===== config.mk =====
export PLATFORM = sky130hd
export DESIGN_NAME = yts_apb
export DESIGN_NICKNAME = d
export VERILOG_FILES = /design/src/rtl/core/yts_pkg.sv /design/src/rtl/core/yts_apb.sv
export SDC_FILE = /design/constraint.sdc
export NUM_CORES = 1
export LEC_CHECK = 0
export BUFFER_PORTS_ARGS = -buffer_cell sky130_fd_sc_hd__buf_2
export CAP_MARGIN = 25
export CORE_MARGIN = 5
export CORE_UTILIZATION = 35
export CTS_BUF_LIST = sky130_fd_sc_hd__clkbuf_8 sky130_fd_sc_hd__clkbuf_16
export CTS_CLUSTER_DIAMETER = 200
export DETAILED_ROUTE_END_ITERATION = 6
export GPL_TIMING_DRIVEN = 0
export PLACE_DENSITY = 0.85
export SETUP_SLACK_MARGIN = 0.4
export SYNTH_ARGS = -nofsm -noshare
export SYNTH_HDL_FRONTEND = slang
export SYNTH_SLANG_ARGS = --single-unit

===== constraint.sdc =====
create_clock -name i_clk -period 1.3 [get_ports i_clk]
set_clock_uncertainty 0.2 [all_clocks]
set_input_delay 0.26 -clock i_clk [delete_from_list [all_inputs] [get_ports i_clk]]
set_output_delay 0.26 -clock i_clk [all_outputs]
set_load 0.005 [all_outputs]

===== src/rtl/core/yts_pkg.sv =====
// ---------------------------------------------------------------------------
// Yaw torque split package
// Widths, register map constants and item types of the yaw torque split core.
// ---------------------------------------------------------------------------
package yts_pkg;

    localparam int FW         = 32;
    localparam int YW         = 48;
    localparam int HW         = 16;
    localparam int DW         = ((FW + 2 > YW) ? FW + 2 : YW) + 2;
    localparam int BPS        = 4;
    localparam int DIV_STAGES = YW / BPS;
    localparam int PADDR_W    = 3;
    localparam int PDATA_W    = 32;
    localparam int RIDX_W     = PADDR_W - 2;

    localparam logic [RIDX_W-1:0] REG_TRK_HALF = '0;
    localparam logic [HW-1:0]     TRK_HALF_RST = HW'(1);

    typedef struct packed {
        logic [FW-1:0]        force_dmd;
        logic signed [YW-1:0] yaw_tgt;
        logic [FW-1:0]        cap_left;
        logic [FW-1:0]        cap_right;
    } t_yts_in;

    typedef struct packed {
        logic                 feasible;
        logic [FW-1:0]        rear_left_force;
        logic [FW-1:0]        rear_right_force;
        logic [FW-1:0]        admitted_force;
        logic [FW-1:0]        holdback_force;
        logic signed [YW-1:0] achieved_yaw;
    } t_yts_out;

    typedef struct packed {
        logic [FW-1:0]        total;
        logic signed [YW-1:0] yaw;
        logic [FW-1:0]        lcap;
        logic [FW-1:0]        rcap;
    } t_yts_side;

endpackage


===== src/rtl/core/yts_apb.sv =====
// ---------------------------------------------------------------------------
// Yaw torque split register port
// APB-style slave holding the half track register.
// ---------------------------------------------------------------------------
module yts_apb
    import yts_pkg::*;
(
    input  logic               i_clk,
    input  logic               i_rst_n,
    input  logic               psel,
    input  logic               penable,
    input  logic               pwrite,
    input  logic [PADDR_W-1:0] paddr,
    input  logic [PDATA_W-1:0] pwdata,
    output logic [PDATA_W-1:0] prdata,
    output logic               pready,
    output logic [HW-1:0]      o_trk_half
);

    logic [HW-1:0]     r_trk_half;
    logic [RIDX_W-1:0] reg_idx;
    logic              wr_en;

    assign reg_idx = paddr[PADDR_W-1:2];
    assign wr_en   = psel && penable && pwrite && (reg_idx == REG_TRK_HALF);

    always_ff @(posedge i_clk) begin
        if (!i_rst_n) begin
            r_trk_half <= TRK_HALF_RST;
        end else if (wr_en) begin
            r_trk_half <= pwdata[HW-1:0];
        end
    end

    assign prdata     = (reg_idx == REG_TRK_HALF) ? PDATA_W'(r_trk_half) : '0;
    assign pready     = 1'b1;
    assign o_trk_half = r_trk_half;

endmodule


==> impl_metrics.tcl <==
set metrics [dict create \
    type_of_element_launching_the_critical_path "register" \
    first_global_vias 875 \
    cap_viol_max_count 0 \
    top_usage_layer "met2" \
    syn_avg_cell_area_um2 8.60 \
    vias_per_cell 4.04 \
    routed_wire_length_per_instance_um 11.9 \
    synth-warning-count 0 \
    global_route.usage.met1_pct 16.5 \
    cts_tree "built" \
    die_width_um 61.1 \
    floorplan.die.height_um 61.1 \
    cts_max_level 1 \
    largest_reg_flops 16 \
    cpLargestDelayFamily "flip-flops" \
    final_layout_size_suffix_gt1_share_pct 65.6 \
    swShare_pct 21.9 \
    detailedPlace.worstSlack_ns -0.183 \
    postCtsHoldBufs 0 \
    finalNetCount 236 \
    clock_power_share_pct 35.6 \
    post-route-min-period_ns 1.33 \
    timing.critical_path.slowest_stage_cell "dfxtp_2" \
    boundaryPins 89 \
    finalHoldViolCount 0 \
    maximum_vdd_drop_v 0.000561 \
    setup_ws_ns -0.0294 \
    post_drt_antenna_nets 0 \
    initial_drc_count 26 \
    synthToLayoutAreaGrowth_pct 92.7 \
    internal_power_mw 0.929 \
    worstSkewPairLatency_ns 0.24 \
    synth.distinct_cells 11 \
    cp_data_required_time_ns 0.84 \
    cts_made_buffers 3 \
    numPortBuffers 53 \
    achievable-frequency_mhz 752 \
    path_cells "and2b_2, buf_6" \
    clkSlewWorstSetupHoldPaths_ns 0.06 \
    hpwl_after_dpl_mm 1.87 \
    power_leakage_nw 0.893 \
    post_placement_cell_count 204 \
    fillers 196 \
    power_dens_cells_nw_per_um2 676 \
    rsz0062_at_grt "yes" \
    setup_viol_count_final 6 \
    final_common_cell "buf_2" \
    drcViolationCount 0 \
    final_design_area_no_fill_um2 1760 \
    die_area_um2 3730 \
    run_status "finished, violations left" \
    net-switching-power_mw 0.260 \
    via_count 908 \
    core_um2 2480 \
    routabilityCongestion 0.694 \
    antenna_found_initial 0 \
    grt.overflow.total 0 \
    initial_core_utilization_pct 36.8 \
    cts_root_buffer "clkbuf_8" \
    grt_first_pass_wirelength_mm 3.83 \
    path_type_of_the_worst_setup_path "reg -> out" \
    min_period_over_period_pct 102 \
    floorplan.rows 18 \
    layout.cells.non_filler 225 \
    routed_wirelength_mm 2.68 \
    grt_util_met3_pct 3.56 \
    place_area_um2 1370 \
    violations "setup timing" \
    max-clock-path-buffers 2 \
    pwr-share-comb_pct 21.3 \
    largest_net_degree_at_the_start_of_global_routing 11 \
    critical-path-max-stage-delay_ns 0.32 \
    use_met2_pct 24.6 \
    endpoint_kind "output port" \
    mappedNetlistArea_um2 912 \
    synth_cells 106 \
    share_seq_of_total_power_pct 43.1 \
    synth_sequential_area_ratio_pct 35.1 \
    finalHoldWorstSlack_ns 0.0499 \
    length_of_the_first_detailed_routing_pass_in_iterations 3 \
    worst-path-buf-inv 1 \
    hold_class "in -> reg" \
    worst_ep_arrival_time_ns 0.87 \
    antenna-diode-count 0 \
    timing.critical_path.fanout_max 2 \
    tritoncts_num_sinks 16 \
    final_max_slew_viol_count 0 \
    postSynthRegisterBits 16 \
    groute.usage.overall_pct 13.7 \
    most_frequent_cells_in_the_layout "39 x buf_2, 30 x nand2_1, 24 x buf_6" \
]
==> logic make-up after synthesis <==
kind of cell | synth area share, %
buf+inv | 19.1
flops | 35.1
mux | 17.6
other cells | 0.823
simple gates | 27.4
==> stage by stage <==
step	TNS, ns	util [%]	power [mW]
5_1_grt	-0.399	71.0	1.25
2_1_floorplan	0	-	0.647
4_1_cts	-0.136	67.3	1.18
3_5_place_dp	-1.70	55.3	0.712
3_3_place_gp	-1.43	55.3	0.709
6_report	-0.113	71.0	1.19
==> metal layers <==
| layer | routed length (um) | vias to the layer above |
|---|---|---|
| li1 | - | 474 |
| met1 | 1060 | 391 |
| met2 | 1370 | 41 |
| met3 | 237 | 2 |
| met4 | 15 | 0 |
| met5 | 0 | - |
==> synthesized netlist by cell type <==
library cell	count	share of area (%)
and2b_2	6	5.8
and4b_1	1	1.1
buf_12	1	2.2
buf_4	17	14
buf_6	1	1.2
clkbuf_1	4	1.6
conb_1	2	0.82
dfxtp_1	16	35
mux2i_1	16	18
nand2_1	30	12
nor2b_1	12	8.2
==> final timing paths <==
path,depth (start not counted),slack [ns],start,to
setup reg to reg,4,0.31,o_trk_half[1],o_trk_half[1]
hold / removal,3,0.05,pwdata[3],o_trk_half[3]
hold reg to reg,2,0.26,o_trk_half[2],o_trk_half[2]
setup / recovery,2,-0.03,o_trk_half[0],prdata[0]
==> power groups by stage <==
stage	registers (mW)	logic, mW	clock network, mW
floorplan	0.520	0.126	0
global placement	0.519	0.190	0
detailed placement	0.520	0.192	0
CTS	0.511	0.238	0.435
global route	0.513	0.278	0.460
finish	0.512	0.253	0.424
==> timing repair <==
| item | in CTS | in global routing |
|---|---|---|
| setup endpoints to repair | 48 | 48 |
| buffers inserted | 9 | 5 |
| resized for setup | 34 | 11 |
| gates cloned | 3 | 0 |
==> worst register-to-register path: stages, from the launching register on <==
cell,delay [ns]
dfxtp_2,0.32
buf_6,0.11
buf_4,0.12
nand2_1,0.05
mux2i_1,0.07
==> cell type report <==
cell class                 instances  area (um2)  area share (%)
timing repair buffer              70         578            32.9
buffer                            23         198            11.2
sequential                        16         340            19.4
multi-input combinational         82         549            31.2
clock buffer                       4        55.1            3.13
tap                               30        37.5            2.14
Power figures use the tool's default switching activity.
