**src/rtl/core/yts_pkg.sv**
```systemverilog
// ---------------------------------------------------------------------------
// Yaw torque split package
// Widths, register map constants and item types of the yaw torque split core.
// ---------------------------------------------------------------------------
package yts_pkg;

    localparam int FW         = 32;
    localparam int YW         = 48;
    localparam int HW         = 16;
    localparam int DW         = ((FW + 2 > YW) ? FW + 2 : YW) + 2;
    localparam int BPS        = 4;
    localparam int DIV_STAGES = YW / BPS;
    localparam int PADDR_W    = 3;
    localparam int PDATA_W    = 32;
    localparam int RIDX_W     = PADDR_W - 2;

    localparam logic [RIDX_W-1:0] REG_TRK_HALF = '0;
    localparam logic [HW-1:0]     TRK_HALF_RST = HW'(1);

    typedef struct packed {
        logic [FW-1:0]        force_dmd;
        logic signed [YW-1:0] yaw_tgt;
        logic [FW-1:0]        cap_left;
        logic [FW-1:0]        cap_right;
    } t_yts_in;

    typedef struct packed {
        logic                 feasible;
        logic [FW-1:0]        rear_left_force;
        logic [FW-1:0]        rear_right_force;
        logic [FW-1:0]        admitted_force;
        logic [FW-1:0]        holdback_force;
        logic signed [YW-1:0] achieved_yaw;
    } t_yts_out;

    typedef struct packed {
        logic [FW-1:0]        total;
        logic signed [YW-1:0] yaw;
        logic [FW-1:0]        lcap;
        logic [FW-1:0]        rcap;
    } t_yts_side;

endpackage

```
**src/rtl/core/yts_div.sv**
```systemverilog
// ---------------------------------------------------------------------------
// Yaw torque split divider
// Pipelined restoring division of the yaw moment magnitude by the half track.
// ---------------------------------------------------------------------------
module yts_div
    import yts_pkg::*;
(
    input  logic            i_clk,
    input  logic            i_rst_n,
    input  logic            i_en,
    input  logic            i_valid,
    input  t_yts_in         i_data,
    input  logic [HW-1:0]   i_trk_half,
    output logic            o_valid,
    output logic [YW-1:0]   o_quot,
    output logic            o_rem_nz,
    output t_yts_side       o_side
);

    typedef struct packed {
        logic [HW-1:0] rem;
        logic [YW-1:0] quo;
    } t_div_st;

    function automatic t_div_st div_iter(input t_div_st cur, input logic [HW-1:0] ht);
        t_div_st     st;
        logic [HW:0] trial;
        st = cur;
        for (int b = 0; b < BPS; b++) begin
            trial  = {st.rem, st.quo[YW-1]};
            st.quo = {st.quo[YW-2:0], 1'b0};
            if (trial >= {1'b0, ht}) begin
                trial     = trial - {1'b0, ht};
                st.quo[0] = 1'b1;
            end
            st.rem = trial[HW-1:0];
        end
        return st;
    endfunction

    logic [DIV_STAGES:0] r_vld;
    t_div_st             r_st   [DIV_STAGES+1];
    t_yts_side           r_side [DIV_STAGES+1];
    t_div_st             n_st0;
    t_yts_side           n_side0;

    always_comb begin
        n_st0.rem     = '0;
        n_st0.quo     = i_data.yaw_tgt[YW-1] ? (~i_data.yaw_tgt + YW'(1))
                                             : i_data.yaw_tgt;
        n_side0.total = i_data.force_dmd;
        n_side0.yaw   = i_data.yaw_tgt;
        n_side0.lcap  = i_data.cap_left;
        n_side0.rcap  = i_data.cap_right;
    end

    always_ff @(posedge i_clk) begin
        if (!i_rst_n) begin
            r_vld <= '0;
        end else if (i_en) begin
            r_vld <= {r_vld[DIV_STAGES-1:0], i_valid};
        end
    end

    always_ff @(posedge i_clk) begin
        if (i_en) begin
            r_st[0]   <= n_st0;
            r_side[0] <= n_side0;
            for (int s = 0; s < DIV_STAGES; s++) begin
                r_st[s+1]   <= div_iter(r_st[s], i_trk_half);
                r_side[s+1] <= r_side[s];
            end
        end
    end

    assign o_valid  = r_vld[DIV_STAGES];
    assign o_quot   = r_st[DIV_STAGES].quo;
    assign o_rem_nz = (r_st[DIV_STAGES].rem != '0);
    assign o_side   = r_side[DIV_STAGES];

endmodule

```
**config.mk**
```make
export PLATFORM = sky130hd
export DESIGN_NAME = yts_div
export DESIGN_NICKNAME = d
export VERILOG_FILES = /design/src/rtl/core/yts_pkg.sv /design/src/rtl/core/yts_div.sv
export SDC_FILE = /design/constraint.sdc
export NUM_CORES = 2
export LEC_CHECK = 0
export BUFFER_PORTS_ARGS = -buffer_cell sky130_fd_sc_hd__buf_4
export CORE_ASPECT_RATIO = 0.9
export CORE_MARGIN = 5
export CORE_UTILIZATION = 35
export CTS_CLUSTER_DIAMETER = 30
export DETAILED_ROUTE_END_ITERATION = 16
export GPL_TIMING_DRIVEN = 1
export MAX_ROUTING_LAYER = met4
export SLEW_MARGIN = 30
export SYNTH_ARGS = -nofsm -noshare
export SYNTH_HDL_FRONTEND = slang
export SYNTH_SLANG_ARGS = --single-unit
```
**constraint.sdc**
```tcl
create_clock -name i_clk -period 14.2 [get_ports i_clk]
set_input_delay 2.84 -clock i_clk [delete_from_list [all_inputs] [get_ports i_clk]]
set_output_delay 2.84 -clock i_clk [all_outputs]
set_load 0.005 [all_outputs]
```
==> summary.md <==
| Metric | Value |
|---|---|
| Clk_skew | approximately 0.06 ns |
| Final setup violation count | 0 |
| Residual DRC count | 0 |
| Worst min-delay path class | reg2reg |
| Tcrit/Tclk final | 0.935 |
| Largest net degree at the start of global routing | approximately 190 |
| Port Buffers | 357 |
| FF-to-FF End | r_st[0][179] |
| R2R cell count | 41 |
| Delay of the slowest cell on the worst path | 0.78 ns |
| Critical-path maximum fanout | 20 |
| CTS buffer count | 539 |
| Avg WL per Cell | approximately 19 um |
| Min-Delay Endpoint | r_st[0][263] |
| Yosys top cell by area | edfxtp_1 |
| Vias in the first global route | around 76000 |
| CTS H-tree depth | 6 |
| Resize count post-CTS | 0 |
| Global-route wire length before repair | about 440 mm |
| Postcts setup bufs | 0 |
| YS warnings | 0 |
| Combinational family with the most area after synthesis | compound AO/OA/AOI/OAI gates |
| Final wirelength | 289 mm |
| Post-DP HPWL | between 200 and 250 mm |
| Most common cell in the netlist | edfxtp_1 |
| Slew Viols, Final | 0 |
| RSZ-0062 raised after global routing | no |
| MaxCap Viol Count | 0 |
| Setup CP Type | in2reg |
| Syn Inst Count | between 8000 and 9000 |
| Reg-to-Reg Start | r_st[0][117] |
| Boundary pin count | ~360 |
| Fraction of the mapped netlist area in adder cells | 0.0830 |
| Clock tree sinks | 2689 |
| Simple-gate share of the synthesized area | 0.0678 |
| Synth cell types | between 100 and 150 |
| Initial antenna violation count | 6 |
| Post-synthesis mux area share | 0.0380 |
| Hold Startpoint | r_st[0][195] |
| Die Area | between 0.3 and 0.4 mm^2 |
| Fillers | between 30000 and 40000 |
| Fraction of registers with async set/reset | 0 |
| FP Rows | 208 |
| Fmax | approximately 0.075 GHz |
| Tightest Pin Transition | a little under 1 ns |
| Prevailing post-synth register cell | edfxtp_1 |
| Relative slew slack | 0.343 |
| Die Y | around 580 um |
| Status | complete, no violations |
| GRT Util Overall | 0.156 |
| Number of synthesized flops with an enable pin | around 2700 |
| CP endpoint kind | flip-flop |
| Post-synthesis compound-gate area fraction | 0.0999 |
| Reg clk slew, reported paths | ~0.050 ns |
| Leading post-synthesis cells by cell area | edfxtp_1, ha_1, mux2_2 |
| Worst skew pair latency | 1.00 ns |
| Syn Nets | a little under 10000 |
| Synth top cells by count | edfxtp_1, ha_1, a21oi_1 |
| CTS tree | yes |
| Synth top area share | 0.642 |
| Layout Utilization | 0.438 |
| #FFs+latches synth | about 2700 |
| Netlist Area Pre-Place | approximately 0.13 mm^2 |
| DR vias | between 70000 and 80000 |
| Vias per inst | around 5.0 |
| Post-layout nets | ~11000 |
| GPL Wtd Cong | ~0.89 |
| Syn Area/Cell | approximately 14 um^2 |
| Setup TNS | 0 ns |
| # hold bufs at CTS | 0 |
| Sequential fraction of the synthesis area | 0.644 |
| Final Hold Violating Endpoints | 0 |
| Hold Path Depth | 0 |
| CTS Root Cell | clkbuf_16 |
| Register-to-register setup slack | between 3 and 4 ns |
| Share of cells above drive strength 1 | 0.221 |
| Area growth syn-to-layout | 24.7% |
| Synth Area in XOR/XNOR | 0.0411 |
| Crit path DAT | roughly 14 ns |
| Area of the core | 0.357 mm^2 |
| Critical path required time | approximately 15 ns |
| Initial Utilization | 0.351 |
| Final ANT Viol Nets | 0 |
| Total grt overflow | 0 |
| DRT Pass-1 Iters | 5 |
| Crit-path slowest cell | ha_1 |
| Tmin final | 13.28 ns |
| Longest Clk Path Bufs | 4 |
| DR iter-0 viols | roughly 5300 |
| Startpoint types | primary input |
| Die width | ~640 um |
==> stage by stage <==
stage / setup slack [ns] / hold WS (ns) / instance area [um^2] / std cells
after detailed placement: 0.113 / 0.405 / 137000 / 14300
after global routing: 0.371 / 0.378 / 156000 / 15200
after floorplan: 0.00383 / 0.400 / 125000 / 8824
after CTS: 1.17 / 0.372 / 156000 / 15200
final: 0.917 / 0.381 / 156000 / 15200
after global placement: 0.146 / 0.400 / 137000 / 14300
==> worst max path at each step <==
stage / startpoint / endpoint / slack, ns
final: i_trk_half[6] / r_st[0][179] / 0.92
after global routing: i_trk_half[5] / r_st[0][500] / 0.37
after CTS: i_trk_half[4] / r_st[0][246] / 1.17
after detailed placement: i_trk_half[4] / r_st[0][242] / 0.11
after global placement: i_trk_half[5] / r_st[0][500] / 0.15
after floorplan: i_trk_half[1] / r_st[0][503] / 0.004
==> critical path: cells and delay by family <==
family	cells	cell delay, ns
buffers and inverters	6	1.56
AOI/OAI and AO/OA	17	4.98
and+or+nand+nor	15	2.47
adders and majority gates	4	1.75
muxes	1	0.38
==> placed cells by master (no fill, tap or decap), types with 110 or more instances in the layout <==
master and count:
a21o_1 224, a21oi_1 556, buf_4 965, clkbuf_16 541, edfxtp_1 2676, ha_1 754, inv_1 334, mux2_2 335
nand2_1 480, nand3_1 125, nand4_1 110, nor2_1 402, nor3_1 136, o21ai_0 418, xnor2_1 412, xor2_1 175
==> registers in the layout, indices dropped and copies added, names as in the netlist <==
register and count:
r_side 1872, r_st 804, r_vld 13
==> kinds of logic after synthesis <==
group                      Yosys count
and+or+nand+nor                   1733
adders and majority gates          802
buffers and inverters              662
AOI/OAI and AO/OA                 1923
muxes                              428
xor gates and xnor gates           587
DFF                               2689
==> cell type report <==
class / instances / area, um^2 / share of cell area
flip-flops and latches: 2689 / 80600 / 0.517
multi-input cells: 5473 / 41300 / 0.265
clock buffers: 586 / 13700 / 0.0878
repair buffers: 1010 / 8160 / 0.0523
well taps: 4725 / 5910 / 0.0379
clock inverters: 400 / 4980 / 0.0319
inverters: 358 / 1350 / 0.00867
diodes: 5 / 12.5 / 0.0000802
==> metal layers <==
metal / GRT usage / up-vias / part of all wire
met5: - / - / 0
met4: 0.0513 / 0 / 0.029
met3: 0.0268 / 550 / 0.050
met2: 0.237 / 1798 / 0.45
met1: 0.212 / 36900 / 0.47
li1: - / 36500 / -
Power is left out: the tool's default activity adds up to more than one toggle a clock period on the data nets, which glitch-free logic cannot reach.
