$ cat src/rtl/core/yts_pkg.sv
// ---------------------------------------------------------------------------
// Yaw torque split package
// Widths, register map constants and item types of the yaw torque split core.
// ---------------------------------------------------------------------------
package yts_pkg;

    localparam int FW         = 32;
    localparam int YW         = 48;
    localparam int HW         = 16;
    localparam int DW         = ((FW + 2 > YW) ? FW + 2 : YW) + 2;
    localparam int BPS        = 4;
    localparam int DIV_STAGES = YW / BPS;
    localparam int PADDR_W    = 3;
    localparam int PDATA_W    = 32;
    localparam int RIDX_W     = PADDR_W - 2;

    localparam logic [RIDX_W-1:0] REG_TRK_HALF = '0;
    localparam logic [HW-1:0]     TRK_HALF_RST = HW'(1);

    typedef struct packed {
        logic [FW-1:0]        force_dmd;
        logic signed [YW-1:0] yaw_tgt;
        logic [FW-1:0]        cap_left;
        logic [FW-1:0]        cap_right;
    } t_yts_in;

    typedef struct packed {
        logic                 feasible;
        logic [FW-1:0]        rear_left_force;
        logic [FW-1:0]        rear_right_force;
        logic [FW-1:0]        admitted_force;
        logic [FW-1:0]        holdback_force;
        logic signed [YW-1:0] achieved_yaw;
    } t_yts_out;

    typedef struct packed {
        logic [FW-1:0]        total;
        logic signed [YW-1:0] yaw;
        logic [FW-1:0]        lcap;
        logic [FW-1:0]        rcap;
    } t_yts_side;

endpackage

$ cat src/rtl/core/yts_alloc.sv
// ---------------------------------------------------------------------------
// Yaw torque split allocator
// Bounds the admitted force, applies the parity step and forms the result.
// ---------------------------------------------------------------------------
module yts_alloc
    import yts_pkg::*;
(
    input  logic          i_clk,
    input  logic          i_rst_n,
    input  logic          i_en,
    input  logic          i_valid,
    input  logic [YW-1:0] i_quot,
    input  logic          i_rem_nz,
    input  t_yts_side     i_side,
    input  logic [HW-1:0] i_trk_half,
    output logic          o_valid,
    output t_yts_out      o_data
);

    logic [4:0]           r_vld;
    t_yts_side            r_side [4];
    logic                 r_fail [4];
    logic signed [DW-1:0] r_diff [4];
    logic signed [DW-1:0] r_adiff [4];
    logic signed [DW-1:0] r_lb;
    logic signed [DW-1:0] r_rb [2];
    logic signed [DW-1:0] r_m1;
    logic signed [DW-1:0] r_adm;
    t_yts_out             r_out;

    logic signed [DW-1:0] n_qext;
    logic signed [DW-1:0] n_diff;
    logic signed [DW-1:0] n_lcap2;
    logic signed [DW-1:0] n_rcap2;
    logic signed [DW-1:0] n_total;
    logic signed [DW-1:0] n_adm0;
    logic signed [DW-1:0] n_adm;
    logic signed [DW-1:0] n_rl;
    logic signed [DW-1:0] n_rr;
    logic                 n_fail;
    t_yts_out             n_out;

    always_comb begin
        n_qext  = $signed({{(DW-YW){1'b0}}, i_quot});
        n_diff  = i_side.yaw[YW-1] ? -n_qext : n_qext;
        n_lcap2 = $signed({{(DW-FW-1){1'b0}}, r_side[0].lcap, 1'b0});
        n_rcap2 = $signed({{(DW-FW-1){1'b0}}, r_side[0].rcap, 1'b0});
        n_total = $signed({{(DW-FW){1'b0}}, r_side[1].total});
        n_adm0  = (r_m1 < r_rb[1]) ? r_m1 : r_rb[1];
        n_adm   = n_adm0 - $signed(DW'(n_adm0[0] ^ r_diff[2][0]));
        n_rl    = (r_adm - r_diff[3]) >>> 1;
        n_rr    = (r_adm + r_diff[3]) >>> 1;
        n_fail  = r_fail[3] || (r_adm < r_adiff[3]);

        n_out = '0;
        if (!n_fail) begin
            n_out.feasible         = 1'b1;
            n_out.rear_left_force  = n_rl[FW-1:0];
            n_out.rear_right_force = n_rr[FW-1:0];
            n_out.admitted_force   = r_adm[FW-1:0];
            n_out.holdback_force   = r_side[3].total - r_adm[FW-1:0];
            n_out.achieved_yaw     = r_side[3].yaw;
        end
    end

    always_ff @(posedge i_clk) begin
        if (!i_rst_n) begin
            r_vld <= '0;
        end else if (i_en) begin
            r_vld <= {r_vld[3:0], i_valid};
        end
    end

    always_ff @(posedge i_clk) begin
        if (i_en) begin
            r_side[0]  <= i_side;
            r_fail[0]  <= i_rem_nz || (i_trk_half == '0);
            r_diff[0]  <= n_diff;
            r_adiff[0] <= n_qext;

            r_side[1]  <= r_side[0];
            r_fail[1]  <= r_fail[0];
            r_diff[1]  <= r_diff[0];
            r_adiff[1] <= r_adiff[0];
            r_lb       <= n_lcap2 + r_diff[0];
            r_rb[0]    <= n_rcap2 - r_diff[0];

            r_side[2]  <= r_side[1];
            r_fail[2]  <= r_fail[1] || (r_lb < r_adiff[1]) || (r_rb[0] < r_adiff[1]);
            r_diff[2]  <= r_diff[1];
            r_adiff[2] <= r_adiff[1];
            r_m1       <= (n_total < r_lb) ? n_total : r_lb;
            r_rb[1]    <= r_rb[0];

            r_side[3]  <= r_side[2];
            r_fail[3]  <= r_fail[2];
            r_diff[3]  <= r_diff[2];
            r_adiff[3] <= r_adiff[2];
            r_adm      <= n_adm;

            r_out      <= n_out;
        end
    end

    assign o_valid = r_vld[4];
    assign o_data  = r_out;

endmodule

$ cat config.mk
export PLATFORM = sky130hd
export DESIGN_NAME = yts_alloc
export DESIGN_NICKNAME = d
export VERILOG_FILES = /design/src/rtl/core/yts_pkg.sv /design/src/rtl/core/yts_alloc.sv
export SDC_FILE = /design/constraint.sdc
export NUM_CORES = 2
export LEC_CHECK = 0
export BUFFER_PORTS_ARGS = -buffer_cell sky130_fd_sc_hd__buf_2
export CAP_MARGIN = 20
export CORE_MARGIN = 4
export CORE_UTILIZATION = 65
export DETAILED_ROUTE_END_ITERATION = 8
export PLACE_DENSITY = 0.82
export SLEW_MARGIN = 5
export SYNTH_ARGS = -nofsm -noshare
export SYNTH_HDL_FRONTEND = slang
export SYNTH_SLANG_ARGS = --single-unit
$ cat constraint.sdc
create_clock -name i_clk -period 10.17 [get_ports i_clk]
set_clock_uncertainty 0.05 [all_clocks]
set_input_delay 1.017 -clock i_clk [delete_from_list [all_inputs] [get_ports i_clk]]
set_output_delay 1.017 -clock i_clk [all_outputs]
set_load 0.01 [all_outputs]
==> reports/qor.txt <==
status -> complete, no violations
crit path launch type -> flop
core region area -> 0.0807 mm2
largest net degree at the start of global routing -> 204
CTS-repair resized insts -> 0
FF+latch count, synth -> 1154
Net Switching -> 3.31 mW
clock root buffer -> clkbuf_16
I/O pins -> 391
HPWL after DPL -> 90000 um
Max-slew headroom -> 0.307
global-route wire length before repair -> 183000 um
nets -> 4894
Leak -> 24.3 nW
H-Tree Depth -> 3
setup_tns -> 0 ns
DIE WIDTH -> 294 um
worst-path cell chain -> ha_1, a21oi_1, o21ai_0, a211oi_1, nor2_1, o31ai_1, a21oi_1, a211oi_4, buf_4, mux2i_1, ha_1, ha_1, inv_1, or4_1, nor2_1, nand2_1, nor2_1, nand4_1, mux2_2, a21oi_1, nand2_1, xor2_1
Max Cap Violations -> 0
Max stage delay on crit path -> 0.63 ns
Clock Tree Buf Depth -> 3
Placed Instance Area -> 0.0563 mm2
asr flop ratio synth -> 0
fin area -> 0.0602 mm2
share of post-route cells with drive strength above 1 -> 0.147
area delta synth->final -> 13.5%
Routed WL -> 121000 um
Post-synth EDFFs -> 1149
ANT nets after route -> 0
commonest non-fill, non-tap cell in the layout -> edfxtp_1
vias in the first global route -> 31.2k
crit path max fanout -> 16
Reg clk slew, reported paths -> 0.07 ns
final RePlAce weighted congestion -> 0.913
slowest stage cell on the critical path -> or4_1
critical path class -> reg2reg
# setup viols final -> 0
Setup WS post-layout -> 3.87 ns
CTS tree -> done
Place WS -> 3.89 ns
Fin Hold WS -> 0.341 ns
Syn Area/Cell -> 13.8 um2
Yosys Warn Count -> 0
Distinct cells, synth -> 71
Slew @ Worst Pin -> 1.04 ns
Post-CTS Setup Bufs -> 0
Hold/Removal Path Class -> reg2reg
Period Utilization, post-route -> 0.620
placed cells -> 5240
DR vias -> 32.3k
Die Ht -> 294 um
commonest cells after routing, fill and taps aside -> edfxtp_1, buf_2, ha_1
DRT Pass-1 Iters -> 5
Combinational Power Share -> 0.162
Clock Latency Late Sink -> 0.70 ns
switching share of total power -> 0.266
sequential share of power -> 0.491
clock share of power -> 0.347
fin crit period -> 6.30 ns
PortBufs -> 390
Setup crit end kind -> flop
CP top delay family -> compound AO/OA/AOI/OAI gates
via/cell ratio -> 5.91
Post-Syn Nets -> 4435
initial antenna violation count -> 12
Layout Cells excl Fill -> 5461
count of pins over their slew limit -> 0
drt drc -> 0
Routed wire per std cell -> 22.2 um
PD cells -> 207 mW/mm2
final core area utilization -> 0.747
die area -> 0.0863 mm2
final hold viol count -> 0
Synth Instances -> 3838
drt initial violations -> 3277
Final Power -> 12.4 mW
register area share after synthesis -> 0.652
Required @ worst endpoint -> 10.53 ns
initial core utilization -> 0.658
internal power -> 9.14 mW
Num CTS Buffers -> 115
maximum clock frequency -> 0.159 GHz
critical path arrival -> 6.66 ns
CTS Sinks -> 1154
synthesized cell area -> 0.0531 mm2
Post-synth top flop -> edfxtp_1
hold buffers post-CTS -> 0
total global-route track usage -> 0.279
GRT overflow -> 0
setup repair after global routing missed its margin -> no
crit path buf inv count -> 2
maximum vdd drop -> 167 uV
row count -> 104
[per-layer routing]
layer	wire (um)	global-route usage	part of all wire	vias to the layer above
met4	3280	0.0763	0.027	2
met1	53400	0.426	0.44	15600
li1	-	-	-	15100
met5	8	0	0.000066	-
met2	54900	0.429	0.45	1335
met3	9590	0.0355	0.079	202
[logic make-up (layout without fill, tap and decap cells)]
logic type | after synthesis | after routing | share of synthesized area
flip-flops | 1154 | 1154 | 0.652
AND/OR/NAND/NOR | 904 | 904 | 0.0869
AO/OA/AOI/OAI | 626 | 626 | 0.0765
buffers and inverters | 390 | 949 | 0.0277
adder cells (fa/ha/maj) | 384 | 384 | 0.0912
XOR/XNOR | 284 | 284 | 0.0469
multiplexers | 96 | 96 | 0.0189
other | 0 | 4 | 0
[final timing paths]
check            startpoint        endpoint  slack, ns  cells after the start
max                 r_m1[5]       r_adm[48]       3.87                     22
max reg2reg         r_m1[5]       r_adm[48]       3.87                     22
min reg2reg  r_side[2][127]  r_side[3][127]       0.34                      0
min          r_side[2][127]  r_side[3][127]       0.34                      0
[Yosys cell counts, types with 10 or more instances]
master,instances,area [um2]
mux2_2,36,405
and2_1,77,482
o211ai_1,18,135
or3_1,26,163
mux2i_1,60,601
o41ai_1,11,96.3
a21oi_1,181,906
nand2b_1,48,300
clkbuf_1,61,229
nor3_1,83,415
nand3_1,38,190
a21o_1,118,886
and4_1,13,114
edfxtp_1,1149,34500
o21bai_1,19,143
o21a_1,27,203
nor2_1,282,1060
ha_1,379,4740
o21ai_0,111,556
a211oi_1,17,128
a31oi_1,25,156
o31ai_1,24,180
inv_1,323,1210
or4_1,21,158
nand2_1,132,495
xor2_1,78,683
nor4_1,32,200
nor2b_1,49,307
xnor2_1,206,1800
and3_1,26,163
nand4_1,34,213
nor3b_1,10,75.1
[sequential cells by signal (all words and copies together), names as in the netlist]
register,cells
r_adiff,188
r_adm,50
r_rb,98
r_diff,148
o_data,177
r_side,384
r_lb,50
r_m1,50
r_fail,4
r_vld,5
[area by class of cell]
type | instances | area (um2)
diodes | 4 | 10.0
flip-flops and latches | 1154 | 34600
well taps | 1060 | 1330
inverters | 323 | 1210
repair buffers | 409 | 2150
fillers | 5080 | 20400
multi-input cells | 2294 | 17000
clock inverters | 89 | 960
clock buffers | 128 | 2950
[power by group through the flow]
| stage | Clock [mW] | Combinational [mW] | Sequential [mW] |
|---|---|---|---|
| 2_1_floorplan | 0 | 1.36 | 6.04 |
| 3_3_place_gp | 0 | 1.92 | 6.18 |
| 3_5_place_dp | 0 | 1.97 | 6.20 |
| 4_1_cts | 4.37 | 2.00 | 6.10 |
| 5_1_grt | 4.59 | 2.25 | 6.14 |
| 6_report | 4.32 | 2.02 | 6.11 |
Note: power is estimated with default switching activity, not from simulation.
